`config.mk`:
```
export PLATFORM = sky130hd
export DESIGN_NAME = gwsd_queue
export DESIGN_NICKNAME = d
export VERILOG_FILES = /design/src/rtl/core/gwsd_pkg.sv /design/src/rtl/core/gwsd_queue.sv
export SDC_FILE = /design/constraint.sdc
export NUM_CORES = 1
export LEC_CHECK = 0
export BUFFER_PORTS_ARGS = -buffer_cell sky130_fd_sc_hd__buf_4
export CORE_ASPECT_RATIO = 1.2
export CORE_MARGIN = 5
export CORE_UTILIZATION = 30
export CTS_CLUSTER_DIAMETER = 80
export CTS_CLUSTER_SIZE = 30
export DETAILED_ROUTE_END_ITERATION = 7
export GPL_TIMING_DRIVEN = 0
export HOLD_SLACK_MARGIN = 0.1
export PLACE_DENSITY = 0.49
export REMOVE_ABC_BUFFERS = 1
export SETUP_SLACK_MARGIN = 0.2
export SLEW_MARGIN = 20
export SYNTH_ARGS = -nofsm -noshare
export SYNTH_HDL_FRONTEND = slang
export SYNTH_SLANG_ARGS = --single-unit
```
`constraint.sdc`:
```
create_clock -name clk -period 16.3 [get_ports clk]
set_clock_uncertainty 0.2 [all_clocks]
set_input_delay 1.63 -clock clk [delete_from_list [all_inputs] [get_ports clk]]
set_output_delay 1.63 -clock clk [all_outputs]
set_load 0.02 [all_outputs]
```
`src/rtl/core/gwsd_pkg.sv`:
```
package gwsd_pkg;

  // field and state widths
  localparam int RATE_WIDTH_DEF = 22;
  localparam int MAG_W          = 22;
  localparam int LEN_W          = 10;
  localparam int SUM_W          = 32;
  localparam int SQS_W          = 54;
  localparam int NN_W           = 2 * LEN_W;
  localparam int WIDE_W         = 64;
  localparam int CFG_IDX_W      = 2;
  localparam int CFG_DATA_W     = 22;

  localparam logic [MAG_W-1:0] MAG_MAX = {MAG_W{1'b1}};
  localparam logic [LEN_W-1:0] LEN_MIN = LEN_W'(2);

  // register indexes
  localparam logic [CFG_IDX_W-1:0] REG_WINDOW_LENGTH = 2'd0;
  localparam logic [CFG_IDX_W-1:0] REG_MAX_LIMIT     = 2'd1;
  localparam logic [CFG_IDX_W-1:0] REG_MIN_LIMIT     = 2'd2;
  localparam logic [CFG_IDX_W-1:0] REG_STD_LIMIT     = 2'd3;

  // register reset values
  localparam logic [LEN_W-1:0] RST_WINDOW_LENGTH = 10'd300;
  localparam logic [MAG_W-1:0] RST_MAX_LIMIT     = 22'd247406;
  localparam logic [MAG_W-1:0] RST_MIN_LIMIT     = 22'd4590;
  localparam logic [MAG_W-1:0] RST_STD_LIMIT     = 22'd63222;

  // snapshot of one closed window
  typedef struct packed {
    logic [LEN_W-1:0] n;
    logic [MAG_W-1:0] max;
    logic [MAG_W-1:0] min;
    logic [SUM_W-1:0] sum;
    logic [SQS_W-1:0] sqs;
  } win_t;

endpackage

```
`src/rtl/core/gwsd_queue.sv`:
```
module gwsd_queue (
  input  logic           clk,
  input  logic           rst_n,
  input  logic           push,
  input  gwsd_pkg::win_t push_data,
  input  logic           pop,
  output gwsd_pkg::win_t pop_data,
  output logic           full,
  output logic           empty
);

  gwsd_pkg::win_t mem_r [2];
  logic           wr_ptr_r;
  logic           rd_ptr_r;
  logic [1:0]     cnt_r;

  assign full     = (cnt_r == 2'd2);
  assign empty    = (cnt_r == 2'd0);
  assign pop_data = mem_r[rd_ptr_r];

  // two-entry window queue
  always_ff @(posedge clk) begin
    if (!rst_n) begin
      wr_ptr_r <= 1'b0;
      rd_ptr_r <= 1'b0;
      cnt_r    <= '0;
    end else begin
      if (push) begin
        mem_r[wr_ptr_r] <= push_data;
        wr_ptr_r        <= ~wr_ptr_r;
      end
      if (pop) begin
        rd_ptr_r <= ~rd_ptr_r;
      end
      cnt_r <= cnt_r + {1'b0, push} - {1'b0, pop};
    end
  end

endmodule

```
== After elaboration in Yosys (flattened, before gate mapping) ==
Memories as Yosys holds them, arrays and structs flattened. A register that Yosys moved wholly into a read port is not among the register bits.
Index checks and enable logic that the tools add are counted.
Word-level totals
  input bits: 144
  RAM bits: 280
  logic and storage cells: 15
  bits in registers: 4
  memories kept: 1
Cells by class
  reductions and logical operators: 1
  add/subtract/negate cells: 2
  multiplexer cells: 5
  bitwise gates (word level): 2
  equal/unequal tests: 1
Memories
  mem_r: depth 2, width 140, read ports 1, clocked after Yosys merged registers in 1, write ports 1, line gwsd_queue.sv:12  | gwsd_pkg::win_t mem_r [2];
Operators with widths (count)
  2-to-1 mux 1 bit: 5
  adder 2 x 1 -> 2 bit: 1
  == test 2 bit (second input constant): 1
  logical NOT 2 bit: 1
  inverter 1 bit: 2
  subtractor 2 x 1 -> 2 bit: 1

== Logic depth before layout (Yosys ltp) ==
Gate-level depths: netlist of the first run.
  word-level depth: 3
  depth in mapped cells: 6
  depth with buffers taken out: 6

== Least setup slack after synthesis of the first run ==
Ideal clock, no wire load.
  path kind: input to register
  start: input port rst_n
  end: memory mem_r[0][0] (netlist bit), enable pin
  stages: 2
  arrival: 7561 ps
  setup slack: 7894 ps
  required time: 15455 ps
  cell sequence: nand2_1 -> nor2_1
On the way
  word-level cells in the longest chain between the ends: 2
Ends and longest elaborated chain
  start: declaration: line gwsd_queue.sv:3  | input logic rst_n,
  2-to-1 mux 1 bit: line gwsd_queue.sv:23  | if (!rst_n) begin
  2-to-1 mux 1 bit (not written as such): line gwsd_queue.sv:29  | mem_r[wr_ptr_r] <= push_data;
  end: declaration: line gwsd_queue.sv:12
Every way passes these cells.

==> results of run 1 <==
-- cell type report --
type | count | area [um^2] | area share
inverter | 2 | 7.507 | 0.0005319
timing repair buffer | 297 | 2440 | 0.1729
clock buffer | 16 | 389.1 | 0.02757
sequential | 285 | 8512 | 0.6031
antenna | 1 | 2.502 | 0.0001773
multi-input combinational | 155 | 2085 | 0.1477
tap | 468 | 585.6 | 0.04149
clock inverter | 9 | 92.59 | 0.006560
-- cells in the final DEF (no fill, tap or decap), types with 2 or more instances in the layout --
master,n
ha_1,2
clkbuf_16,15
buf_16,8
edfxtp_1,280
and2_1,4
nor2b_1,2
inv_1,2
buf_4,285
xor2_1,2
mux2_4,100
inv_6,3
mux2_2,40
buf_12,4
dfxtp_1,4
inv_8,2
-- cell families after synthesis --
group                    after synthesis  synth area share
flip-flops                           285            0.7917
XOR/XNOR                               3          0.003726
multiplexers                         140            0.1816
buffers and inverters                 18           0.01548
AND/OR/NAND/NOR                       10          0.005123
adder cells (fa/ha/maj)                2          0.002328
-- state kept, by name, summed over array words and instances (netlist names), named ones only --
name      cells
wr_ptr_r      1
rd_ptr_r      1
mem_r       280
cnt_r         2
-- per-layer routing --
| layer | share of wire | GRT usage | up-vias |
|---|---|---|---|
| met5 | 0.00056 | 0 | - |
| met4 | 0.022 | 0.03229 | 2 |
| met3 | 0.073 | 0.03360 | 29 |
| met2 | 0.54 | 0.2077 | 157 |
| met1 | 0.37 | 0.1246 | 2554 |
| li1 | - | - | 2406 |
-- stage by stage --
stage	instance area [um^2]	utilization	std cells	hold WS, ps
final	14110	0.3958	1233	400.3
after global routing	14110	0.3958	1233	442.7
after CTS	14110	0.3957	1232	402.9
after detailed placement	13630	0.3822	1207	376.0
after global placement	13310	0.3733	1195	366.1
after floorplan	10590	-	442	354.6
-- worst max-delay path: cells and delay by family (launching register included) --
family / cells / cell delay, ps
buffers and inverters: 3 / 780
flip-flops: 1 / 660
multiplexers: 1 / 380
-- where the power goes --
part           total [mW]  switching, mW  internal [mW]
registers           0.847         0.0106          0.836
clock network       0.426          0.240          0.185
logic               0.230          0.111          0.120
-- worst paths after layout --
| path | end | depth (start not counted) |
|---|---|---|
| setup / recovery | pop_data[0] | 4 |
| hold / removal | register | 2 |
| setup reg to reg | mem_r[0][39] | 4 |
| hold reg to reg | register | 2 |
-- cell usage after synthesis --
library cell and n:
and2_1 4, and3_1 1, buf_2 4, buf_6 11, buf_8 1, dfxtp_1 5
edfxtp_1 280, ha_1 2, inv_1 2, mux2_2 40, mux2_4 100, nand2_1 1
nor2_1 2, nor2b_1 2, xnor3_1 1, xor2_1 2
==> reports/qor.txt, run 1 <==
Outcome: complete, no violations
Pin count of the biggest net entering global routing: 45
Area Overhead vs Synth: 31.33%
Clock sinks: 285
Total Nets Final: 902
Avg WL per Cell: 18.78 um
Hold Path Class: reg2reg
Fin crit share: 0.2572
Unique masters post-synth: 16
Wirelength, routed: 23150 um
Vias/cell: 4.175
Hold path start: rd_ptr_r
YS warnings: 0
Critical path type: reg2out
Die height: 217.3 um
Max-cap viol count: 0
GRT overflow: 0
H-tree depth: 1
Top-area cell type share of the netlist area: 0.7824
Die W: 182.8 um
Pre-CTS setup slack: 12560 ps
Yosys reg bits: 285
Cell Area, Synth: 10750 um^2
Num CTS Buffers: 15
PD cells: 106.5 nW/um^2
Leakage power: 5.317 nW
Vias: 5148
CP startpoint kind: register
I/O Pins: 286
Clk buf depth: 3
Final setup violation count: 0
Initial DRC Count: 178
Setup TNS: 0 ps
Core area: 35660 um^2
Post-cts sizing count: 0
Clk slew on worst S/H paths: 100 ps
Largest cells by area after synthesis: edfxtp_1, mux2_4, mux2_2
Seq/Total Area, Yosys: 0.7917
Max-slew headroom: 0.5669
First-pass GRT wire length: 34760 um
Post-route ant nets: 0
CP Cell Sequence: buf_16, buf_16, mux2_2, buf_4
Avg Synthesized Cell Area: 23.46 um^2
Worst stage delay on the critical path: 660 ps
Synth area leader: edfxtp_1
Cells after synthesis: 458
Hpwl dp: 16690 um
Maximum fanout along the worst path: 39
Reg2reg setup slack: 14210 ps
Req. time, crit path: 14470 ps
Worst setup EP type: output port
Critical-path top delay cell: dfxtp_4
Count of input and output buffers: 285
Initial core utilization: 0.3014
Arrival @ worst endpoint: 2360 ps
Total chip power: 1.503 mW
Fin. max-slew vios: 0
Antenna violations before repair: 2
Fin. Hold Viols: 0
Later-pin clock latency in the skew report: 500 ps
CP most frequent cell: buf_16
Die area: 39720 um^2
Number of global-route vias before repair: 5881
Layout cells sized above 1: 0.6073
Final worst slack: 12110 ps
CTS root buffer: clkbuf_16
Reg2Reg Launch Point: wr_ptr_r
Post-CTS setup buffers: 0
Worst-Margin Slew: 648.1 ps
F_max: 238.5 MHz
Gpl congestion: 0.7382
Hold buffer count at cts: 0
TritonCTS clock tree: yes
Drt first pass iters: 4
GR Util All Layers: 0.1124
Fillers: 3277
RSZ-0062 raised after global routing: no
FP Rows: 76
Residual DRC: 0
Maximum vdd drop: 0.09588 mV
Min Tclk post-route: 4193 ps
Power figures use the tool's default switching activity.
==> inputs of run 2 (changes only) <==
==> constraint.sdc (replaced) <==
create_clock -name clk -period 3.9 [get_ports clk]
set_clock_uncertainty 0.2 [all_clocks]
set_input_delay 0.39 -clock clk [delete_from_list [all_inputs] [get_ports clk]]
set_output_delay 0.39 -clock clk [all_outputs]
set_load 0.02 [all_outputs]
==> run 2 against run 1 <==
  * Clock power grew to 4.2 times the previous value
  * Final cell count grew 12%
  * First-iteration DRC count up 3.9%
  * Critical path depth is the same
  * Sequential share of layout area decreased by 5.6 points
  * Global-route usage rose by 0.42 points
  * Clock-buffer cell count stayed put
  * Utilization rose by 4.0 points
  * Worst setup slack got worse by 11000 ps
  * Non-clock buffer count is 144 higher
==> reports/qor.txt, run 2 (synthesis gave the netlist of run 1 again) <==
Most frequent cells in the layout: buf_4, edfxtp_1, dlygate4sd3_1 (was buf_4, edfxtp_1, mux2_4)
Sequential power share: 0.551 (was 0.563)
Maximum vdd drop: 0.4077 mV (was 0.09588 mV)
Buf/Inv on CP: 3 (unchanged)
GR Util All Layers: 0.1166 (was 0.1124)
Initial core utilization: 0.3014 (unchanged)
CTS root buffer: clkbuf_16 (unchanged)
Drt first pass iters: 4 (unchanged)
Later-pin clock latency in the skew report: 500 ps (about the same)
Int Power: 4.866 mW (was 1.142 mW)
Final setup violation count: 0 (unchanged)
Vias/cell: 4.125 (was 4.175)
Antenna violations before repair: 1 (was 2)
Hold Path Class: reg2reg (unchanged)
Reg2Reg Launch Point: wr_ptr_r (unchanged)
Inst Count DP: 1207 (unchanged)
Arrival @ worst endpoint: 2360 ps (about the same)
Worst-Margin Slew: 640.0 ps (was 648.1 ps)
CP Cell Sequence: buf_16, buf_16, mux2_2, buf_4 (unchanged)
Critical-path top delay cell: dfxtp_4 (unchanged)
Die height: 217.3 um (unchanged)
CP most frequent cell: buf_16 (unchanged)
Worst Hold Depth: 2 (unchanged)
Crit-path leading delay family: buffers and inverters (unchanged)
Biggest regs: mem_r (280), cnt_r (2) (unchanged)
Leakage power: 5.920 nW (was 5.317 nW)
Wirelength, routed: 23960 um (was 23150 um)
Die W: 182.8 um (unchanged)
Final worst slack: 950.1 ps (was 12110 ps)
Number of global-route vias before repair: 6572 (was 5881)
GRT overflow: 0 (unchanged)
Clk buf depth: 3 (unchanged)
Die area: 39720 um^2 (unchanged)
Core area: 35660 um^2 (unchanged)
Max reg flops: 280 (unchanged)
End of the worst register-to-register path: mem_r[0][39] (unchanged)
First-pass GRT wire length: 36630 um (was 34760 um)
Fin crit share: 0.7564
Pre-CTS setup slack: 1405 ps (was 12560 ps)
Final core utilization: 0.4361 (was 0.3958)
Num CTS Buffers: 15 (unchanged)
I/O Pins: 286 (unchanged)
Avg WL per Cell: 17.41 um (was 18.78 um)
Ant. Diodes: 0 (was 1)
Non-Filler Instances: 1376 (was 1233)
Post-route ant nets: 0 (unchanged)
Clock sinks: 285 (unchanged)
Area Overhead vs Synth: 44.72% (was 31.33%)
Outcome: complete, no violations (unchanged)
Switching Share: 0.2418 (was 0.2406)
Fin. Hold Viols: 0 (unchanged)
Setup TNS: 0 ps (unchanged)
CP startpoint kind: register (unchanged)
Clock power frac: 0.279 (was 0.283)
Final hold slack: 399.3 ps (was 400.3 ps)
Post-cts sizing count: 0 (unchanged)
TritonCTS clock tree: yes (unchanged)
Worst r2r path cells: 4 (unchanged)
Clk slew on worst S/H paths: 100 ps (about the same)
Vias: 5676 (was 5148)
Cell area after layout: 15550 um^2 (was 14110 um^2)
Switching pwr: 1.552 mW (was 0.3616 mW)
H-tree depth: 1 (unchanged)
FP Rows: 76 (unchanged)
PD cells: 412.7 nW/um^2 (was 106.5 nW/um^2)
Min Tclk post-route: 2950 ps
Worst stage delay on the critical path: 650 ps (was 660 ps)
Most flops, register: mem_r (unchanged)
Worst setup EP type: output port (unchanged)
Initial DRC Count: 185 (was 178)
RSZ-0062 raised after global routing: no (unchanged)
Req. time, crit path: 3310 ps (was 14470 ps)
Hold path start: rd_ptr_r (unchanged)
Layout cells sized above 1: 0.5110 (was 0.6073)
Total Nets Final: 1046 (was 902)
Maximum fanout along the worst path: 39 (unchanged)
F_max: 339.0 MHz
Combinational group share of total power: 0.170 (was 0.153)
Total chip power: 6.419 mW (was 1.503 mW)
Hpwl dp: 16690 um (unchanged)
Area after DPL: 13630 um^2 (unchanged)
Gpl congestion: 0.7382 (unchanged)
Fin. max-slew vios: 0 (unchanged)
Max-slew headroom: 0.5723 (was 0.5669)
Residual DRC: 0 (unchanged)
Reg2reg setup slack: 1820 ps (was 14210 ps)
Count of input and output buffers: 285 (unchanged)
Pin count of the biggest net entering global routing: 45 (unchanged)
Max-cap viol count: 0 (unchanged)
Commonest non-fill, non-tap cell in the layout: buf_4 (unchanged)
Critical path type: reg2out (unchanged)
run 2: cell count changes in the layout (fill, tap and decap cells not counted), sizes merged:
| cell | delta |
|---|---|
| dlygate4sd3 | +144 |
| diode | -1 |
run 2: how the worst max path moves through the flow:
stage	cells after the start	endpoint
floorplan	2	mem_r[0][0]
global placement	3	mem_r[0][81]
detailed placement	4	pop_data[0]
CTS	4	pop_data[0]
global route	4	pop_data[0]
finish	4	pop_data[0]
run 2: routing by layer:
layer | GRT usage | share of wire | vias to the layer above
li1 | - | - | 2690
met1 | 0.1303 | 0.37 | 2784
met2 | 0.2168 | 0.53 | 163
met3 | 0.02909 | 0.064 | 37
met4 | 0.03701 | 0.027 | 2
met5 | 0 | 0.00054 | -
run 2: worst reg2reg max path, cell delays in order (launching register included):
cell and delay, ps:
dfxtp_1 370, nor2_4 540, buf_12 270, buf_16 210, buf_16 210
run 2: power by group through the flow:
stage	combinational [mW]	sequential (mW)	clock [mW]
floorplan	0.537	3.67	0
global placement	0.973	3.71	0
detailed placement	0.983	3.61	0
CTS	1.11	3.54	1.87
global route	1.16	3.55	2.00
finish	1.09	3.54	1.79
run 2: repair_timing:
item                                   4_1_cts  5_1_grt
setup endpoints to repair                    0        0
hold buffers                               144        0
endpoints found under the hold margin      285        0
setup buffers                                0        0
run 2: layout make-up:
cell class | count | area (um^2)
repair buffers | 441 | 3881
clock inverters | 9 | 92.59
fillers | 3159 | 20110
multi-input cells | 155 | 2085
clock buffers | 16 | 389.1
flip-flops and latches | 285 | 8512
inverters | 2 | 7.507
well taps | 468 | 585.6
