[config.mk]
export PLATFORM = sky130hd
export DESIGN_NAME = gwsd_front_flat
export DESIGN_NICKNAME = d
export VERILOG_FILES = /design/src/rtl/core/gwsd_pkg.sv /design/src/rtl/core/gwsd_in_if.sv /design/src/rtl/core/gwsd_front.sv /design/src/flat_wrapper.sv
export SDC_FILE = /design/constraint.sdc
export NUM_CORES = 2
export LEC_CHECK = 0
export ABC_AREA = 1
export BUFFER_PORTS_ARGS = -buffer_cell sky130_fd_sc_hd__buf_2
export CORE_ASPECT_RATIO = 1.25
export CORE_UTILIZATION = 50
export CTS_BUF_LIST = sky130_fd_sc_hd__clkbuf_4
export DETAILED_ROUTE_END_ITERATION = 12
export GPL_TIMING_DRIVEN = 1
export MAX_ROUTING_LAYER = met4
export PLACE_DENSITY = 0.69
export SLEW_MARGIN = 20
export SYNTH_ARGS = -nofsm -noshare
export SYNTH_HDL_FRONTEND = slang
export SYNTH_SLANG_ARGS = --single-unit
[constraint.sdc]
create_clock -name clk -period 7.3 [get_ports clk]
set_clock_uncertainty 0.15 [all_clocks]
set_input_delay 0.73 -clock clk [delete_from_list [all_inputs] [get_ports clk]]
set_output_delay 0.73 -clock clk [all_outputs]
set_load 0.02 [all_outputs]
[src/rtl/core/gwsd_pkg.sv]
package gwsd_pkg;

  // field and state widths
  localparam int RATE_WIDTH_DEF = 22;
  localparam int MAG_W          = 22;
  localparam int LEN_W          = 10;
  localparam int SUM_W          = 32;
  localparam int SQS_W          = 54;
  localparam int NN_W           = 2 * LEN_W;
  localparam int WIDE_W         = 64;
  localparam int CFG_IDX_W      = 2;
  localparam int CFG_DATA_W     = 22;

  localparam logic [MAG_W-1:0] MAG_MAX = {MAG_W{1'b1}};
  localparam logic [LEN_W-1:0] LEN_MIN = LEN_W'(2);

  // register indexes
  localparam logic [CFG_IDX_W-1:0] REG_WINDOW_LENGTH = 2'd0;
  localparam logic [CFG_IDX_W-1:0] REG_MAX_LIMIT     = 2'd1;
  localparam logic [CFG_IDX_W-1:0] REG_MIN_LIMIT     = 2'd2;
  localparam logic [CFG_IDX_W-1:0] REG_STD_LIMIT     = 2'd3;

  // register reset values
  localparam logic [LEN_W-1:0] RST_WINDOW_LENGTH = 10'd300;
  localparam logic [MAG_W-1:0] RST_MAX_LIMIT     = 22'd247406;
  localparam logic [MAG_W-1:0] RST_MIN_LIMIT     = 22'd4590;
  localparam logic [MAG_W-1:0] RST_STD_LIMIT     = 22'd63222;

  // snapshot of one closed window
  typedef struct packed {
    logic [LEN_W-1:0] n;
    logic [MAG_W-1:0] max;
    logic [MAG_W-1:0] min;
    logic [SUM_W-1:0] sum;
    logic [SQS_W-1:0] sqs;
  } win_t;

endpackage

[src/rtl/core/gwsd_in_if.sv]
interface gwsd_in_if #(
  parameter int RATE_WIDTH = gwsd_pkg::RATE_WIDTH_DEF
) ();
  logic                         valid;
  logic                         ready;
  logic signed [RATE_WIDTH-1:0] rate_x;
  logic signed [RATE_WIDTH-1:0] rate_y;
  logic signed [RATE_WIDTH-1:0] rate_z;

  modport source (output valid, output rate_x, output rate_y, output rate_z, input ready);
  modport sink   (input valid, input rate_x, input rate_y, input rate_z, output ready);
endinterface

[src/rtl/core/gwsd_front.sv]
module gwsd_front #(
  parameter int RATE_WIDTH = gwsd_pkg::RATE_WIDTH_DEF
) (
  input  logic                       clk,
  input  logic                       rst_n,
  gwsd_in_if.sink                    in_ch,
  input  logic [gwsd_pkg::LEN_W-1:0] window_length,
  input  logic                       q_full,
  output logic                       push,
  output gwsd_pkg::win_t             push_data
);

  localparam int SQ_W   = 2 * RATE_WIDTH;
  localparam int STEP_W = $clog2(RATE_WIDTH);

  typedef enum logic [1:0] {F_IDLE, F_SQ, F_ROOT, F_COMMIT} fstate_t;

  fstate_t                        state_r;
  logic [RATE_WIDTH-1:0]          abs_r [3];
  logic [1:0]                     axis_r;
  logic [STEP_W-1:0]              step_r;
  logic [SQ_W-1:0]                acc_r;
  logic [SQ_W-1:0]                root_r;
  logic [SQ_W-1:0]                bit_r;
  logic [gwsd_pkg::LEN_W-1:0]     count_r;
  logic [gwsd_pkg::MAG_W-1:0]     max_r;
  logic [gwsd_pkg::MAG_W-1:0]     min_r;
  logic [gwsd_pkg::SUM_W-1:0]     sum_r;
  logic [gwsd_pkg::SQS_W-1:0]     sqs_r;

  logic [SQ_W-1:0]                trial;
  logic [gwsd_pkg::MAG_W-1:0]     mag;
  logic [gwsd_pkg::LEN_W-1:0]     len_eff;
  logic                           eval;
  logic [gwsd_pkg::LEN_W-1:0]     b_count;
  logic [gwsd_pkg::MAG_W-1:0]     b_max;
  logic [gwsd_pkg::MAG_W-1:0]     b_min;
  logic [gwsd_pkg::SUM_W-1:0]     b_sum;
  logic [gwsd_pkg::SQS_W-1:0]     b_sqs;
  logic [2*gwsd_pkg::MAG_W-1:0]   mag_sq;

  function automatic logic [RATE_WIDTH-1:0] abs_val(input logic signed [RATE_WIDTH-1:0] v);
    abs_val = v[RATE_WIDTH-1] ? RATE_WIDTH'(-v) : RATE_WIDTH'(v);
  endfunction

  assign in_ch.ready = (state_r == F_IDLE);

  // root step and saturated magnitude
  assign trial   = root_r + bit_r;
  assign mag     = (root_r > SQ_W'(gwsd_pkg::MAG_MAX)) ? gwsd_pkg::MAG_MAX
                                                       : root_r[gwsd_pkg::MAG_W-1:0];
  assign mag_sq  = (2*gwsd_pkg::MAG_W)'(mag) * (2*gwsd_pkg::MAG_W)'(mag);

  // window close decision
  assign len_eff = (window_length < gwsd_pkg::LEN_MIN) ? gwsd_pkg::LEN_MIN : window_length;
  assign eval    = (count_r >= len_eff);
  assign push    = (state_r == F_COMMIT) && eval && !q_full;

  assign push_data.n   = count_r;
  assign push_data.max = max_r;
  assign push_data.min = min_r;
  assign push_data.sum = sum_r;
  assign push_data.sqs = sqs_r;

  // accumulators after an optional clear
  assign b_count = eval ? '0 : count_r;
  assign b_max   = eval ? '0 : max_r;
  assign b_min   = eval ? gwsd_pkg::MAG_MAX : min_r;
  assign b_sum   = eval ? '0 : sum_r;
  assign b_sqs   = eval ? '0 : sqs_r;

  always_ff @(posedge clk) begin
    if (!rst_n) begin
      state_r <= F_IDLE;
      count_r <= '0;
      max_r   <= '0;
      min_r   <= gwsd_pkg::MAG_MAX;
      sum_r   <= '0;
      sqs_r   <= '0;
    end else begin
      case (state_r)
        F_IDLE: begin
          if (in_ch.valid) begin
            abs_r[0] <= abs_val(in_ch.rate_x);
            abs_r[1] <= abs_val(in_ch.rate_y);
            abs_r[2] <= abs_val(in_ch.rate_z);
            acc_r    <= '0;
            axis_r   <= '0;
            state_r  <= F_SQ;
          end
        end
        F_SQ: begin
          // one square per cycle, axes shift down
          acc_r    <= acc_r + SQ_W'(abs_r[0]) * SQ_W'(abs_r[0]);
          abs_r[0] <= abs_r[1];
          abs_r[1] <= abs_r[2];
          axis_r   <= axis_r + 2'd1;
          if (axis_r == 2'd2) begin
            root_r  <= '0;
            bit_r   <= SQ_W'(1) << (SQ_W - 2);
            step_r  <= '0;
            state_r <= F_ROOT;
          end
        end
        F_ROOT: begin
          if (acc_r >= trial) begin
            acc_r  <= acc_r - trial;
            root_r <= (root_r >> 1) + bit_r;
          end else begin
            root_r <= root_r >> 1;
          end
          bit_r  <= bit_r >> 2;
          step_r <= step_r + 1'b1;
          if (step_r == STEP_W'(RATE_WIDTH - 1)) begin
            state_r <= F_COMMIT;
          end
        end
        F_COMMIT: begin
          if (!eval || !q_full) begin
            count_r <= b_count + 1'b1;
            max_r   <= (mag > b_max) ? mag : b_max;
            min_r   <= (mag < b_min) ? mag : b_min;
            sum_r   <= b_sum + gwsd_pkg::SUM_W'(mag);
            sqs_r   <= b_sqs + gwsd_pkg::SQS_W'(mag_sq);
            state_r <= F_IDLE;
          end
        end
        default: state_r <= F_IDLE;
      endcase
    end
  end

endmodule

[src/flat_wrapper.sv]
// flat-port wrapper written by rule: the top's interface ports become plain ports
module gwsd_front_flat 
#(
  parameter int RATE_WIDTH = gwsd_pkg::RATE_WIDTH_DEF
)
  (clk, rst_n, window_length, q_full, push, push_data, in_ch_valid, in_ch_rate_x, in_ch_rate_y, in_ch_rate_z, in_ch_ready);
  gwsd_in_if #(.RATE_WIDTH(RATE_WIDTH)) in_ch_i ();
  input  logic clk;
  input  logic rst_n;
  input  logic [gwsd_pkg::LEN_W-1:0] window_length;
  input  logic q_full;
  output logic push;
  output gwsd_pkg::win_t push_data;
  input wire logic [$bits(in_ch_i.valid)-1:0] in_ch_valid;
  input wire logic [$bits(in_ch_i.rate_x)-1:0] in_ch_rate_x;
  input wire logic [$bits(in_ch_i.rate_y)-1:0] in_ch_rate_y;
  input wire logic [$bits(in_ch_i.rate_z)-1:0] in_ch_rate_z;
  output wire logic [$bits(in_ch_i.ready)-1:0] in_ch_ready;
  assign in_ch_i.valid = in_ch_valid;
  assign in_ch_i.rate_x = in_ch_rate_x;
  assign in_ch_i.rate_y = in_ch_rate_y;
  assign in_ch_i.rate_z = in_ch_rate_z;
  assign in_ch_ready = in_ch_i.ready;
  gwsd_front #(.RATE_WIDTH(RATE_WIDTH)) u_core (.clk(clk), .rst_n(rst_n), .in_ch(in_ch_i), .window_length(window_length), .q_full(q_full), .push(push), .push_data(push_data));
endmodule
Yosys cells after proc, flatten, opt, wreduce, memory -nomap -nowiden. Memory sizes are Yosys's and may differ from the RTL's. Index checks and enable logic that the tools add are counted.

Memories: 1. Output and inout bits: 142. RAM bits: 66. Register bits after elaboration: 281.

Memories: u_core.abs_r (depth 3, width 22, rd ports 3, clocked after memory_dff 0, wr ports 3, RTL line gwsd_front.sv:19) `logic [RATE_WIDTH-1:0] abs_r [3];`.

Multiplexer cells: 38. Add/sub/neg operators: 12. $mul: 2. Equality and inequality tests: 10. Magnitude comparators: 6. Bitwise logic cells: 2. Reductions and logical operators: 14.

Operators with widths (count): two-way mux 22 bit (10); two-way mux 44 bit (5); case mux 44 bit (2 select lines) (2); case mux 44 bit (3 select lines) (1); adder 44 bit (2); multiplier 22 x 22 -> 44 bit (2); negation 22 bit (3); adder 54 x 44 -> 54 bit (1); two-way mux 54 bit (1); adder 43 x 44 -> 44 bit (1); greater-or-equal comparator 44 bit (1); greater-than comparator 44 x 22 -> 1 bit, second input constant (1); subtractor 44 bit (1); adder 32 x 22 -> 32 bit (1); two-way mux 32 bit (1); greater-than comparator 22 bit (1); < comparator 22 bit (1); two-way mux 10 bit (2); adder 10 x 1 -> 10 bit, second input constant (1); greater-or-equal comparator 10 bit (1); < comparator 10 x 2 -> 1 bit, second input constant (1); two-way mux 2 bit (5); case mux 5 bit (2 select lines) (1); case mux 2 bit (4 select lines) (1); other kinds (20) (37).

Longest topological paths before layout.
Word-level depth: 7. Gate-level depth with buffers: 38. Gate-level depth less buffers: 36.

Worst setup path after synthesis. OpenSTA, ideal clock, no wires.

Path kind: register to register. Start: register u_core.state_r[1]. End: register u_core.bit_r[0], enable pin. Cell stages (with the launch flop): 7. Arrival time: 6384 ps. Path slack: 160 ps. Buffers on the path: 2. Period minus slack after synthesis: 7140 ps. Path through: dfxtp_1 -> inv_1 -> ha_1 -> clkbuf_1 -> inv_1 -> clkbuf_1 -> a211oi_1.

Longest elaborated chain between the ends: 3.

RTL lines: start: declaration (RTL line gwsd_front.sv:18) `fstate_t state_r;`; start signal: assignment (RTL line gwsd_front.sv:74) `state_r <= F_IDLE;`; start signal: assignment (RTL line gwsd_front.sv:89) `state_r <= F_SQ;`; start signal: assignment (RTL line gwsd_front.sv:102) `state_r <= F_ROOT;`; equality test 2 x 1 -> 1 bit / equality test 2 bit (equally long branches) (RTL line gwsd_front.sv:81) `case (state_r)`; inequality test 2 x 1 -> 1 bit (no source line) / nonzero test 2 bit (equally long branches); AND reduction 3 bit (no source line) (*); end signal: assignment (RTL line gwsd_front.sv:100) `bit_r <= SQ_W'(1) << (SQ_W - 2);`; end signal: assignment (RTL line gwsd_front.sv:112) `bit_r <= bit_r >> 2;`; end: declaration (RTL line gwsd_front.sv:24) `logic [SQ_W-1:0] bit_r;`.

Mark *: on every way between the ends. The rest lies on a longest branch, timed or not. A chain may end at the register's enable or synchronous reset.

Worst setup path in the final report.
Start: register u_core.root_r[29]. End: register u_core.sqs_r[27] in the netlist's numbering.

Longest elaborated chain between the ends: 4.

RTL lines: start: declaration (RTL line gwsd_front.sv:23) `logic [SQ_W-1:0] root_r;`; start signal: assignment (RTL line gwsd_front.sv:108) `root_r <= (root_r >> 1) + bit_r;`; start signal: assignment (RTL line gwsd_front.sv:110) `root_r <= root_r >> 1;`; greater-than comparator 44 x 22 -> 1 bit (RTL line gwsd_front.sv:50) `assign mag = (root_r > SQ_W'(gwsd_pkg::MAG_MAX)) ? gwsd_pkg::MAG_MAX`; two-way mux 22 bit (RTL line gwsd_front.sv:50); multiplier 22 x 22 -> 44 bit (RTL line gwsd_front.sv:52) `assign mag_sq = (2*gwsd_pkg::MAG_W)'(mag) * (2*gwsd_pkg::MAG_W)'(mag);`; adder 54 x 44 -> 54 bit (RTL line gwsd_front.sv:124) `sqs_r <= b_sqs + gwsd_pkg::SQS_W'(mag_sq);`; end signal: assignment (RTL line gwsd_front.sv:124); end: declaration (RTL line gwsd_front.sv:29) `logic [gwsd_pkg::SQS_W-1:0] sqs_r;`.

No other way between the ends.

==> results.py <==
metrics = {
    "finish": {
        "layout_commonest_cell": "inv_1",
        "fin_nets": 10012,
        "syn_to_final_growth_pct": 20.9,
        "final_cell_mix": "inv_1, nand2_1, nor2_1",
        "fin_cells": 10223,
        "drive_gt1_frac": 0.174,
        "final_util": 0.609,
    },
    "synth": {
        "ys_types": 66,
        "synth-seq-area-share": 0.146,
        "synth_edf_count": 183,
        "synthTopCellsByArea": "fa_1, inv_1, ha_1",
        "netlist_area_um2": 57000,
        "syn_nets": 9112,
        "syn_inst": 7769,
        "ys.flop_type": "edfxtp_1",
        "synth_top_area_cell": "fa_1",
        "avgSynthCellArea_um2": 7.33,
        "yosys_warnings": 0,
        "synth_seq_cells": 325,
        "async_reset_ff_frac": 0,
        "synth_top_cell_area_share": 0.273,
    },
    "placed_design": {
        "io_buffers": 221,
        "gp_congestion": 1.06,
        "dp.cells": 9896,
        "dp_hpwl_mm": 190,
    },
    "critical_path": {
        "critPathRequiredTime_ps": 8160,
        "crit_fanout": 6,
        "cpMostUsedCell": "fa_1",
        "worst_setup_path_end_kind": "register",
        "critical_path.max_stage_delay_ps": 620,
        "cp_num_cells": 33,
        "start_kind": "register",
        "crit_family": "adder cells",
        "crit_type": "register to register",
        "reg2regPathDepth": 33,
        "arrival_ps": 8300,
        "crit_buf_inv": 10,
        "crit_path_top_delay_cell": "fa_1",
    },
    "cts": {
        "clk_pin_slew_ps": 70,
        "clock_sinks": 325,
        "cts_buffers": 95,
        "h-tree-depth": 3,
        "cts_tree": "built",
        "clockBufferDepth": 3,
        "clk_latency_ps": 1160,
        "root_buffer": "clkbuf_4",
    },
    "sta": {
        "tightestPinTransition_ps": 1150,
        "hold_violations": 0,
        "hold_ws_ps": 90.2,
        "period_minus_slack_ps": 7440,
        "rsz0062_at_grt": "yes",
        "slew_viol_final": 0,
        "fin_ws_ps": -136,
        "finalSetupViolCount": 14,
        "post-route-period-util": 1.02,
        "fmaxAchievable_ghz": 0.134,
        "slew_headroom": 0.232,
    },
    "floorplan": {
        "die_h_um": 379,
        "initial_core_util": 0.504,
        "core_area_um2": 113000,
        "io_pins": 222,
        "dieArea_um2": 115000,
        "rows": 138,
        "die_w_um": 304,
    },
    "detailed_routing": {
        "drtIter0Drc": 4165,
        "drtPass1Iterations": 10,
        "viasPerCell": 5.40,
        "via_count": 55199,
        "postRouteWirelength_mm": 225,
        "final_antenna_net_count": 0,
        "drcViolationCount": 0,
        "wl_per_cell_um": 22.0,
    },
    "hold_path": {
        "min_path_cells": 3,
        "hp-class": "input pin to register",
    },
    "outcome": {
        "status": "finished with violations",
        "violations": "negative setup slack",
    },
    "job": {
        "maxCapViolCount": 0,
    },
    "global_routing": {
        "grt_pass1_vias": 56317,
        "gr-total-overflow": 0,
        "grt_start_max_net_pins": 120,
        "grt_antenna_before_repair": 9,
        "track_usage": 0.403,
        "grt_pass1_wl_mm": 335,
    },
}
[routing by layer]
| metal | routed length, µm | track usage | vias up |
|---|---|---|---|
| met3 | 15500 | 0.0594 | 667 |
| met5 | 0 | - | - |
| li1 | - | - | 25756 |
| met2 | 109000 | 0.676 | 2137 |
| met1 | 83600 | 0.449 | 26639 |
| met4 | 17000 | 0.263 | 0 |
[cell usage after synthesis, drive strengths merged, types with 6 or more instances]
cell type	count
ha	487
edfxtp	183
fa	776
nor2	857
nand3b	6
o31ai	10
o211ai	43
a21o	23
a31oi	29
nand3	326
dfxtp	142
inv	1909
o21ai	391
a21oi	472
clkbuf	117
o21a	13
nor4	21
xor2	100
and3	10
a211oi	11
nor3	68
a21boi	11
o22ai	10
xnor2	65
o21bai	31
nand4	78
buf	80
or2	23
nand2	1455
[worst register-to-register path: cells and delay by family, from the launching register on]
kind | cells | cell delay [ps]
adder cells (fa/ha/maj) | 8 | 3910
flip-flops | 1 | 390
AND/OR/NAND/NOR | 11 | 1110
buffers and inverters | 10 | 1110
AO/OA/AOI/OAI | 4 | 670
[registers in the layout (all words and copies together), names as in the netlist]
name and flops:
u_core.abs_r 66, u_core.count_r 10, u_core.min_r 22, u_core.acc_r 44, u_core.sum_r 32, u_core.root_r 44, u_core.bit_r 22, u_core.step_r 5
u_core.max_r 22, u_core.sqs_r 54, u_core.state_r 2, u_core.axis_r 2
[through the flow]
step / worst slack [ps] / area, µm² / setup TNS, ps
floorplan: 160 / 57000 / 0
finish: -136 / 68800 / -521
global placement: -520 / 64100 / -10680
global route: -389 / 68800 / -8630
detailed placement: -489 / 64100 / -10990
CTS: -151 / 66700 / -1200
[final cells by class]
class / instances / area (µm²)
Sequential cell: 325 / 8340
Fill cell: 10603 / 44300
Timing Repair inverter: 1 / 7.51
Timing Repair Buffer: 999 / 7800
Multi-Input combinational cell: 5334 / 42400
Clock buffer: 128 / 961
Tap cell: 1470 / 1840
Clock inverter: 45 / 254
Inverter: 1913 / 7190
Antenna cell: 8 / 20.0
[logic make-up after synthesis]
family / count (synthesis) / synth area share
fa+ha+maj: 1263 / 0.380
xor+xnor: 165 / 0.0254
simple gates: 2848 / 0.205
compound gates: 1058 / 0.102
buf+inv: 2110 / 0.141
flops: 325 / 0.146
[final timing paths]
path	startpoint	end	slack (ps)
min	in_ch_rate_x[21]	u_core.abs_r[0][20]$_DFFE_PP_	90
min reg2reg	u_core.sum_r[4]$_SDFFE_PN0P_	u_core.sum_r[4]$_SDFFE_PN0P_	320
max	u_core.root_r[29]$_SDFFCE_PN0P_	u_core.sqs_r[27]$_SDFFE_PN0P_	-140
max reg2reg	u_core.root_r[29]$_SDFFCE_PN0P_	u_core.sqs_r[27]$_SDFFE_PN0P_	-140
[repair_timing]
action                                  4_1_cts  5_1_grt
pin swaps                                     9      103
hold endpoints to repair                     79        0
gates cloned                                  1        3
endpoints found under the setup margin       39       69
gates resized for setup                      98      460
setup buffers                                 7       46
hold buffers                                 90        0
Power is left out: the tool's default activity adds up to more than one toggle a clock period on the data nets, which glitch-free logic cannot reach.
