==> config.mk <==
export PLATFORM = sky130hd
export DESIGN_NAME = gwsd_back_flat
export DESIGN_NICKNAME = d
export VERILOG_FILES = /design/src/rtl/core/gwsd_pkg.sv /design/src/rtl/core/gwsd_out_if.sv /design/src/rtl/core/gwsd_back.sv /design/src/flat_wrapper.sv
export SDC_FILE = /design/constraint.sdc
export NUM_CORES = 2
export LEC_CHECK = 0
export ABC_AREA = 1
export BUFFER_PORTS_ARGS = -buffer_cell sky130_fd_sc_hd__buf_2
export CORE_ASPECT_RATIO = 0.9
export CORE_MARGIN = 3
export CORE_UTILIZATION = 40
export CTS_BUF_LIST = sky130_fd_sc_hd__clkbuf_4 sky130_fd_sc_hd__clkbuf_8
export DETAILED_ROUTE_END_ITERATION = 16
export PLACE_DENSITY = 0.59
export SYNTH_ARGS = -nofsm -noshare
export SYNTH_HDL_FRONTEND = slang
export SYNTH_SLANG_ARGS = --single-unit
==> constraint.sdc <==
create_clock -name clk -period 20.2 [get_ports clk]
set_clock_uncertainty 0.2 [all_clocks]
set_input_delay 5.05 -clock clk [delete_from_list [all_inputs] [get_ports clk]]
set_output_delay 5.05 -clock clk [all_outputs]
set_load 0.1 [all_outputs]
==> src/rtl/core/gwsd_pkg.sv <==
package gwsd_pkg;

  // field and state widths
  localparam int RATE_WIDTH_DEF = 22;
  localparam int MAG_W          = 22;
  localparam int LEN_W          = 10;
  localparam int SUM_W          = 32;
  localparam int SQS_W          = 54;
  localparam int NN_W           = 2 * LEN_W;
  localparam int WIDE_W         = 64;
  localparam int CFG_IDX_W      = 2;
  localparam int CFG_DATA_W     = 22;

  localparam logic [MAG_W-1:0] MAG_MAX = {MAG_W{1'b1}};
  localparam logic [LEN_W-1:0] LEN_MIN = LEN_W'(2);

  // register indexes
  localparam logic [CFG_IDX_W-1:0] REG_WINDOW_LENGTH = 2'd0;
  localparam logic [CFG_IDX_W-1:0] REG_MAX_LIMIT     = 2'd1;
  localparam logic [CFG_IDX_W-1:0] REG_MIN_LIMIT     = 2'd2;
  localparam logic [CFG_IDX_W-1:0] REG_STD_LIMIT     = 2'd3;

  // register reset values
  localparam logic [LEN_W-1:0] RST_WINDOW_LENGTH = 10'd300;
  localparam logic [MAG_W-1:0] RST_MAX_LIMIT     = 22'd247406;
  localparam logic [MAG_W-1:0] RST_MIN_LIMIT     = 22'd4590;
  localparam logic [MAG_W-1:0] RST_STD_LIMIT     = 22'd63222;

  // snapshot of one closed window
  typedef struct packed {
    logic [LEN_W-1:0] n;
    logic [MAG_W-1:0] max;
    logic [MAG_W-1:0] min;
    logic [SUM_W-1:0] sum;
    logic [SQS_W-1:0] sqs;
  } win_t;

endpackage

==> src/rtl/core/gwsd_out_if.sv <==
interface gwsd_out_if ();
  logic                           valid;
  logic                           ready;
  logic                           attack_flag;
  logic [gwsd_pkg::MAG_W-1:0]     window_max;
  logic [gwsd_pkg::MAG_W-1:0]     window_min;
  logic [gwsd_pkg::MAG_W-1:0]     window_std;

  modport source (output valid, output attack_flag, output window_max, output window_min,
                  output window_std, input ready);
  modport sink   (input valid, input attack_flag, input window_max, input window_min,
                  input window_std, output ready);
endinterface

==> src/rtl/core/gwsd_back.sv <==
module gwsd_back (
  input  logic                       clk,
  input  logic                       rst_n,
  input  logic                       q_empty,
  input  gwsd_pkg::win_t             pop_data,
  output logic                       pop,
  input  logic [gwsd_pkg::MAG_W-1:0] max_limit,
  input  logic [gwsd_pkg::MAG_W-1:0] min_limit,
  input  logic [gwsd_pkg::MAG_W-1:0] std_limit,
  gwsd_out_if.source                 out_ch
);

  localparam int W = gwsd_pkg::WIDE_W;

  typedef enum logic [2:0] {B_IDLE, B_MUL, B_SUB, B_DIV, B_ROOT, B_DONE} bstate_t;

  bstate_t                        state_r;
  logic [5:0]                     step_r;
  logic [gwsd_pkg::LEN_W-1:0]     n_r;
  logic [gwsd_pkg::MAG_W-1:0]     max_r;
  logic [gwsd_pkg::MAG_W-1:0]     min_r;
  logic [gwsd_pkg::SQS_W-1:0]     sqs_r;
  logic [gwsd_pkg::NN_W-1:0]      nn_r;
  logic [W-1:0]                   a_r;
  logic [W-1:0]                   b_r;
  logic [W-1:0]                   quo_r;
  logic [gwsd_pkg::NN_W-1:0]      rem_r;
  logic [W-1:0]                   root_r;
  logic [W-1:0]                   bit_r;
  logic                           out_valid_r;
  logic                           flag_r;
  logic [gwsd_pkg::MAG_W-1:0]     omax_r;
  logic [gwsd_pkg::MAG_W-1:0]     omin_r;
  logic [gwsd_pkg::MAG_W-1:0]     ostd_r;

  logic [gwsd_pkg::NN_W:0]        div_trial;
  logic                           div_ge;
  logic [W-1:0]                   rt_trial;
  logic [gwsd_pkg::MAG_W-1:0]     sd;
  logic                           load_out;

  assign pop = (state_r == B_IDLE) && !q_empty;

  // restoring divide step
  assign div_trial = {rem_r, quo_r[W-1]};
  assign div_ge    = (div_trial >= {1'b0, nn_r});

  // square root step and saturation
  assign rt_trial = root_r + bit_r;
  assign sd       = (root_r > W'(gwsd_pkg::MAG_MAX)) ? gwsd_pkg::MAG_MAX
                                                      : root_r[gwsd_pkg::MAG_W-1:0];
  assign load_out = (state_r == B_DONE) && (!out_valid_r || out_ch.ready);

  assign out_ch.valid       = out_valid_r;
  assign out_ch.attack_flag = flag_r;
  assign out_ch.window_max  = omax_r;
  assign out_ch.window_min  = omin_r;
  assign out_ch.window_std  = ostd_r;

  always_ff @(posedge clk) begin
    if (!rst_n) begin
      state_r     <= B_IDLE;
      out_valid_r <= 1'b0;
    end else begin
      // output beat: load a new result or drop the accepted one
      if (load_out) begin
        out_valid_r <= 1'b1;
      end else if (out_ch.ready) begin
        out_valid_r <= 1'b0;
      end
      case (state_r)
        B_IDLE: begin
          if (!q_empty) begin
            n_r     <= pop_data.n;
            max_r   <= pop_data.max;
            min_r   <= pop_data.min;
            sqs_r   <= pop_data.sqs;
            b_r     <= W'(pop_data.sum) * W'(pop_data.sum);
            nn_r    <= gwsd_pkg::NN_W'(pop_data.n) * gwsd_pkg::NN_W'(pop_data.n);
            a_r     <= '0;
            step_r  <= '0;
            state_r <= B_MUL;
          end
        end
        B_MUL: begin
          // n * sum of squares, shift and add over count bits
          if (n_r[step_r[3:0]]) begin
            a_r <= a_r + (W'(sqs_r) << step_r[3:0]);
          end
          step_r <= step_r + 1'b1;
          if (step_r == 6'(gwsd_pkg::LEN_W - 1)) begin
            state_r <= B_SUB;
          end
        end
        B_SUB: begin
          quo_r   <= (a_r > b_r) ? a_r - b_r : '0;
          rem_r   <= '0;
          step_r  <= '0;
          state_r <= B_DIV;
        end
        B_DIV: begin
          rem_r  <= div_ge ? gwsd_pkg::NN_W'(div_trial - {1'b0, nn_r})
                           : div_trial[gwsd_pkg::NN_W-1:0];
          quo_r  <= {quo_r[W-2:0], div_ge};
          if (step_r == 6'(W - 1)) begin
            root_r  <= '0;
            bit_r   <= W'(1) << (W - 2);
            step_r  <= '0;
            state_r <= B_ROOT;
          end else begin
            step_r <= step_r + 1'b1;
          end
        end
        B_ROOT: begin
          if (quo_r >= rt_trial) begin
            quo_r  <= quo_r - rt_trial;
            root_r <= (root_r >> 1) + bit_r;
          end else begin
            root_r <= root_r >> 1;
          end
          bit_r  <= bit_r >> 2;
          step_r <= step_r + 1'b1;
          if (step_r == 6'(W / 2 - 1)) begin
            state_r <= B_DONE;
          end
        end
        B_DONE: begin
          if (load_out) begin
            flag_r      <= (max_r < max_limit) && (min_r >= min_limit) && (sd < std_limit);
            omax_r      <= max_r;
            omin_r      <= min_r;
            ostd_r      <= sd;
            state_r     <= B_IDLE;
          end
        end
        default: state_r <= B_IDLE;
      endcase
    end
  end

endmodule

==> src/flat_wrapper.sv <==
// flat-port wrapper written by rule: the top's interface ports become plain ports
module gwsd_back_flat 
  (clk, rst_n, q_empty, pop_data, pop, max_limit, min_limit, std_limit, out_ch_valid, out_ch_attack_flag, out_ch_window_max, out_ch_window_min, out_ch_window_std, out_ch_ready);
  gwsd_out_if out_ch_i ();
  input  logic clk;
  input  logic rst_n;
  input  logic q_empty;
  input  gwsd_pkg::win_t pop_data;
  output logic pop;
  input  logic [gwsd_pkg::MAG_W-1:0] max_limit;
  input  logic [gwsd_pkg::MAG_W-1:0] min_limit;
  input  logic [gwsd_pkg::MAG_W-1:0] std_limit;
  output wire logic [$bits(out_ch_i.valid)-1:0] out_ch_valid;
  output wire logic [$bits(out_ch_i.attack_flag)-1:0] out_ch_attack_flag;
  output wire logic [$bits(out_ch_i.window_max)-1:0] out_ch_window_max;
  output wire logic [$bits(out_ch_i.window_min)-1:0] out_ch_window_min;
  output wire logic [$bits(out_ch_i.window_std)-1:0] out_ch_window_std;
  input wire logic [$bits(out_ch_i.ready)-1:0] out_ch_ready;
  assign out_ch_valid = out_ch_i.valid;
  assign out_ch_attack_flag = out_ch_i.attack_flag;
  assign out_ch_window_max = out_ch_i.window_max;
  assign out_ch_window_min = out_ch_i.window_min;
  assign out_ch_window_std = out_ch_i.window_std;
  assign out_ch_i.ready = out_ch_ready;
  gwsd_back u_core (.clk(clk), .rst_n(rst_n), .q_empty(q_empty), .pop_data(pop_data), .pop(pop), .max_limit(max_limit), .min_limit(min_limit), .std_limit(std_limit), .out_ch(out_ch_i));
endmodule
After elaboration in Yosys (flattened, before gate mapping)
Index checks and enable logic that the tools add are counted.
{"block": "totals", "regBits": 545, "input_bits": 210, "word_cells": 102}
{"block": "classes", "addsub": 7, "multipliers": 2, "order_cmp": 8, "n_eq_ne": 15, "shift": 1, "muxes": 27, "bitwise_logic": 1, "reduce_logical": 23}
{"op": "64-bit 2-to-1 mux", "count": 7}
{"op": "64-bit one-hot mux with 2 select lines", "count": 3}
{"op": "64-bit one-hot mux with 3 select lines", "count": 1}
{"op": "64-bit adder", "count": 2}
{"op": "64-bit subtractor", "count": 2}
{"op": "63-bit by 64-bit adder with 64-bit output", "count": 1}
{"op": "64-bit >= comparator", "count": 1}
{"op": "64-bit by 22-bit greater-than comparator with 1-bit output (second input constant)", "count": 1}
{"op": "64-bit greater-than comparator", "count": 1}
{"op": "32-bit by 32-bit multiplier with 64-bit output", "count": 1}
{"op": "54-bit by 4-bit left shift with 64-bit output", "count": 1}
{"op": "22-bit < comparator", "count": 2}
{"op": "20-bit one-hot mux with 2 select lines", "count": 1}
{"op": "6-bit one-hot mux with 4 select lines", "count": 1}
{"op": "22-bit >= comparator", "count": 1}
{"op": "22-bit 2-to-1 mux", "count": 1}
{"op": "21-bit by 20-bit >= comparator with 1-bit output", "count": 1}
{"op": "10-bit by 10-bit multiplier with 20-bit output", "count": 1}
{"op": "20-bit 2-to-1 mux", "count": 1}
{"op": "20-bit subtractor", "count": 1}
{"op": "3-bit one-hot mux with 6 select lines", "count": 1}
{"op": "3-bit 2-to-1 mux", "count": 5}
{"op": "3-bit AND reduction", "count": 5}
{"op": "6-bit 2-to-1 mux", "count": 2}
{"op": "24 further kinds", "count": 40}

Longest topological paths before layout
{"block": "depth", "word_depth": 5, "mapped_depth": 33, "ltp_nobuf": 31}

Least setup slack after synthesis
No wires, ideal clock.
{"block": "synth_timing", "path_kind": "input to register", "startpoint": "input port q_empty", "endpoint": "register u_core.b_r[0], enable pin", "setup_time_ns": 0.969, "arrival_ns": 17.858, "slack_ns": 1.173, "stages": 1, "path_cell_list": "nor3_1"}
{"block": "synth_via", "elab_chain_cells": 2}
{"element": "start: declaration", "line_no": "flat_wrapper.sv:7", "rtl": "input logic q_empty;"}
{"element": "1-bit NOT (no line)"}
{"element": "3-bit AND reduction (no line)"}
{"element": "end signal: assignment", "line_no": "gwsd_back.sv:78", "rtl": "b_r <= W'(pop_data.sum) * W'(pop_data.sum);"}
{"element": "end: declaration", "line_no": "gwsd_back.sv:25", "rtl": "logic [W-1:0] b_r;"}
No other way between the ends.
A chain may end at the register's enable or synchronous reset.

Worst setup path in the final report
{"block": "layout_timing", "startpoint": "input port pop_data[81] in the netlist's numbering", "endpoint": "register u_core.b_r[60] (data pin)"}
{"block": "layout_via", "elab_chain_cells": 1}
{"element": "start: declaration", "line_no": "flat_wrapper.sv:8", "rtl": "input gwsd_pkg::win_t pop_data;"}
{"element": "32-bit by 32-bit multiplier with 64-bit output", "line_no": "gwsd_back.sv:78"}
No other way between the ends.

==> impl_summary.log <==
[metrics] hold buffers post-CTS: 0
[metrics] prevailing post-synth register cell: sky130_fd_sc_hd__edfxtp_1
[metrics] Tmin final: 12640 ps
[metrics] die outline width: 483 um
[metrics] clock transition at the registers of the reported paths: 60 ps
[metrics] net count after synthesis: 13400
[metrics] number of nets in the finished design: 13600
[metrics] kind of start point of the critical path: primary input
[metrics] die outline area: 210000 um2
[metrics] hold violation total from the final report: 0
[metrics] total wirelength of the detailed-routed design: 290000 um
[metrics] # resized after CTS: 0
[metrics] Detailed Place HPWL: 240000 um
[metrics] number of pins exceeding their max-slew limit in the final report: 0
[metrics] placeable core region: 202000 um2
[metrics] Crit Path Class: in -> reg
[metrics] total number of H-tree levels: 3
[metrics] TritonCTS clock tree: done
[metrics] setup TNS after final layout: 0 ps
[metrics] Tcrit/Tclk final: 0.626
[metrics] Post-synth ARST share: 0
[metrics] Die H: 435 um
[metrics] filler cell count in the final layout: 21100
[metrics] type of element capturing the critical path: flip-flop
[metrics] type of the most critical hold path: reg -> reg
[metrics] Residual DRC: 0
[metrics] cell area after synthesis: 81900 um2
[metrics] share of layout cells above drive strength 1: 0.0486
[metrics] grt ovf: 0
[metrics] largest net degree at the start of global routing: 76
[metrics] Yosys top cell by area: sky130_fd_sc_hd__fa_1
[metrics] area taken by multi-input logic gates: 55300 um2
[metrics] synthesis-to-finish area growth: 7.47%
[metrics] result of the run: finished clean
[metrics] Initial DRT Pass Iterations: 8
[metrics] wire length on met3: 23600 um
[metrics] top layer used by detailed routing: met5
[metrics] portion of the post-synthesis area used by sequential elements: 0.186
[metrics] Initial Util: 0.405
[metrics] YS warnings: 0
[metrics] Final Setup Violations: 0
[metrics] Final Hold Slack: 244 ps
[metrics] count of clock tree sinks: 510
[metrics] Max transition margin: 0.139
[metrics] worst-skew pair later-pin latency: 860 ps
[metrics] proportion of netlist area held by the largest area contributor: 0.205
[metrics] Post-synth EDFFs: 506
[metrics] number of distinct library cells after synthesis: 53
[metrics] top fanout value on the critical path: 34
[metrics] required time of the critical path: 20580 ps
[metrics] Maximum Capacitance Violations: 0
[metrics] number of cell rows: 156
[metrics] number of DRC violations after detailed-routing iteration 0: 6642
[metrics] Gate Count Post-Synth: 11700
[metrics] number of global-route vias before repair: 75600
[metrics] setup repair after global routing missed its margin: no
[metrics] ranking of synthesized cells by area: sky130_fd_sc_hd__fa_1, sky130_fd_sc_hd__edfxtp_1, sky130_fd_sc_hd__nand2_1
[metrics] drt wl/cell: 19.8 um
[metrics] top-level port count: 279
[metrics] FF/Latch Area: 15300 um2
[metrics] Final ANT Viol Nets: 0
[metrics] worst-margin pin slew: 1280 ps
[metrics] global-route wire length before repair: 444000 um
[metrics] Port Buffers: 278
[metrics] post-CTS setup buffer count: 0
[metrics] average size of a mapped cell: 7.00 um2
[metrics] number of clock buffers inserted by TritonCTS: 98
[metrics] flops & latches, synth: 510
[metrics] met2 WL post-DR: 128000 um
[metrics] metal1 wirelength: 128000 um
[metrics] critical path data arrival time: 13020 ps
[metrics] weighted congestion at the end of routability-driven global placement: 1.04
[metrics] maximum operating frequency: 79.1 MHz
[metrics] instance area after placement: 86000 um2
[metrics] number of vias per cell after detailed routing: 5.16
[metrics] Tot GR Track Use: 0.273
[metrics] post-route cell area: 88000 um2
[metrics] initial antenna violation count: 4
[metrics] maximum count of clock buffers along a single path: 3
[metrics] number of vias after detailed routing: 75600
[metrics] buffer cell driving the clock tree root: sky130_fd_sc_hd__clkbuf_8
## worst paths after layout
path / from / to / slack, ps / depth (start not counted)
hold / removal: u_core.min_r[0] / u_core.out_ch.window_min[0] / 240 / 0
setup / recovery: pop_data[81] / u_core.b_r[60] / 7560 / 23
hold reg to reg: u_core.min_r[0] / u_core.out_ch.window_min[0] / 240 / 0
setup reg to reg: u_core.root_r[20] / u_core.quo_r[3] / 12670 / 22
## worst max-delay path, cell delays in order
cell                      delay [ps]
sky130_fd_sc_hd__buf_2           800
sky130_fd_sc_hd__nand2_1         280
sky130_fd_sc_hd__fa_1            610
sky130_fd_sc_hd__inv_1            50
sky130_fd_sc_hd__fa_1            490
sky130_fd_sc_hd__inv_1            50
sky130_fd_sc_hd__fa_1            470
sky130_fd_sc_hd__fa_1            520
sky130_fd_sc_hd__inv_1            50
sky130_fd_sc_hd__fa_1            450
sky130_fd_sc_hd__fa_1            530
sky130_fd_sc_hd__fa_1            460
sky130_fd_sc_hd__ha_1            300
sky130_fd_sc_hd__ha_1            450
sky130_fd_sc_hd__nand2_1         120
sky130_fd_sc_hd__nor2_1          100
sky130_fd_sc_hd__inv_1           110
sky130_fd_sc_hd__nor2_1          140
sky130_fd_sc_hd__inv_1           160
sky130_fd_sc_hd__nor4_1         1000
sky130_fd_sc_hd__nand3_1         550
sky130_fd_sc_hd__nand3_1         190
sky130_fd_sc_hd__nand2_1          80
## layout make-up
cell class,instances,area share
Clock inverter,52,0.00490
Antenna cell,6,0.000171
Sequential cell,510,0.173
Tap cell,2686,0.0382
Inverter,2792,0.119
Clock buffer,128,0.0179
Timing Repair Buffer,312,0.0187
Multi-Input combinational cell,8166,0.628
## flip-flops by register name, indices dropped and copies added, names as in the netlist
name	flops
u_core.sqs_r	54
u_core.root_r	64
u_core.max_r	22
u_core.out_ch.window_max	22
u_core.bit_r	32
u_core.out_ch.attack_flag	1
u_core.b_r	63
u_core.out_ch.window_min	22
u_core.n_r	9
u_core.min_r	22
u_core.rem_r	20
u_core.step_r	6
u_core.nn_r	19
u_core.state_r	3
u_core.quo_r	64
u_core.out_ch.window_std	22
u_core.out_ch.valid	1
u_core.a_r	64
## per-stage QoR
stage,cells,utilization,worst slack [ps]
CTS,14600,0.435,8020
global route,14600,0.435,7220
floorplan,11700,-,1170
detailed placement,14500,0.425,7100
global placement,14500,0.425,7100
finish,14700,0.435,7560
## layer usage
layer  global-route usage  vias up
li1                     -    36300
met1                0.376    36000
met2                0.432     2846
met3               0.0482      429
met4               0.0927        4
met5                    0        -
## synthesized netlist by cell type, types with 7 or more instances
cell type                  number
sky130_fd_sc_hd__a21o_1        23
sky130_fd_sc_hd__nand2_1     3236
sky130_fd_sc_hd__nand2_2       13
sky130_fd_sc_hd__a31oi_1       19
sky130_fd_sc_hd__and3_1         9
sky130_fd_sc_hd__inv_1       2783
sky130_fd_sc_hd__fa_1         840
sky130_fd_sc_hd__o21bai_1      68
sky130_fd_sc_hd__edfxtp_1     506
sky130_fd_sc_hd__xnor2_1       62
sky130_fd_sc_hd__a21boi_0      14
sky130_fd_sc_hd__nor2_1      1023
sky130_fd_sc_hd__nand3_2       38
sky130_fd_sc_hd__o21a_1        16
sky130_fd_sc_hd__nand4_1       86
sky130_fd_sc_hd__clkbuf_1     168
sky130_fd_sc_hd__xor2_1       161
sky130_fd_sc_hd__nor3_1        89
sky130_fd_sc_hd__ha_1         692
sky130_fd_sc_hd__o21ai_1       10
sky130_fd_sc_hd__buf_2         17
sky130_fd_sc_hd__a21oi_1      573
sky130_fd_sc_hd__inv_2          7
sky130_fd_sc_hd__or2_2         27
sky130_fd_sc_hd__o21ai_0      473
sky130_fd_sc_hd__buf_6         11
sky130_fd_sc_hd__buf_1         35
sky130_fd_sc_hd__o211ai_1      10
sky130_fd_sc_hd__nor4_1        26
sky130_fd_sc_hd__o22ai_1        7
sky130_fd_sc_hd__nand3_1      561
sky130_fd_sc_hd__nand3b_1      41
## cells in the final DEF (no fill, tap or decap), types with 41 or more instances in the layout
cell type	netlist	layout
sky130_fd_sc_hd__nand2_1	3236	3235
sky130_fd_sc_hd__ha_1	692	692
sky130_fd_sc_hd__xnor2_1	62	62
sky130_fd_sc_hd__nand3b_1	41	41
sky130_fd_sc_hd__buf_2	17	278
sky130_fd_sc_hd__nor3_1	89	87
sky130_fd_sc_hd__a21oi_1	573	570
sky130_fd_sc_hd__fa_1	840	840
sky130_fd_sc_hd__nand4_1	86	86
sky130_fd_sc_hd__o21ai_0	473	473
sky130_fd_sc_hd__edfxtp_1	506	506
sky130_fd_sc_hd__nand3_1	561	561
sky130_fd_sc_hd__clkbuf_8	0	98
sky130_fd_sc_hd__o21bai_1	68	68
sky130_fd_sc_hd__nor2_1	1023	1022
sky130_fd_sc_hd__inv_1	2783	2781
sky130_fd_sc_hd__xor2_1	161	161
## logic make-up (layout without fill, tap and decap cells)
| family | count (synthesis) | count (layout) | share of synthesized area |
|---|---|---|---|
| AND/OR/NAND/NOR | 5170 | 5170 | 0.257 |
| buffers and inverters | 3024 | 3284 | 0.140 |
| adder cells (fa/ha/maj) | 1532 | 1532 | 0.311 |
| AO/OA/AOI/OAI | 1238 | 1238 | 0.0811 |
| flip-flops | 510 | 510 | 0.186 |
| XOR/XNOR | 223 | 223 | 0.0238 |
| multiplexers | 3 | 3 | 0.000367 |
| other | 0 | 6 | 0 |
Power is not shown: default switching activity piles up to over one toggle a cycle in this logic, so the estimate is an artifact.
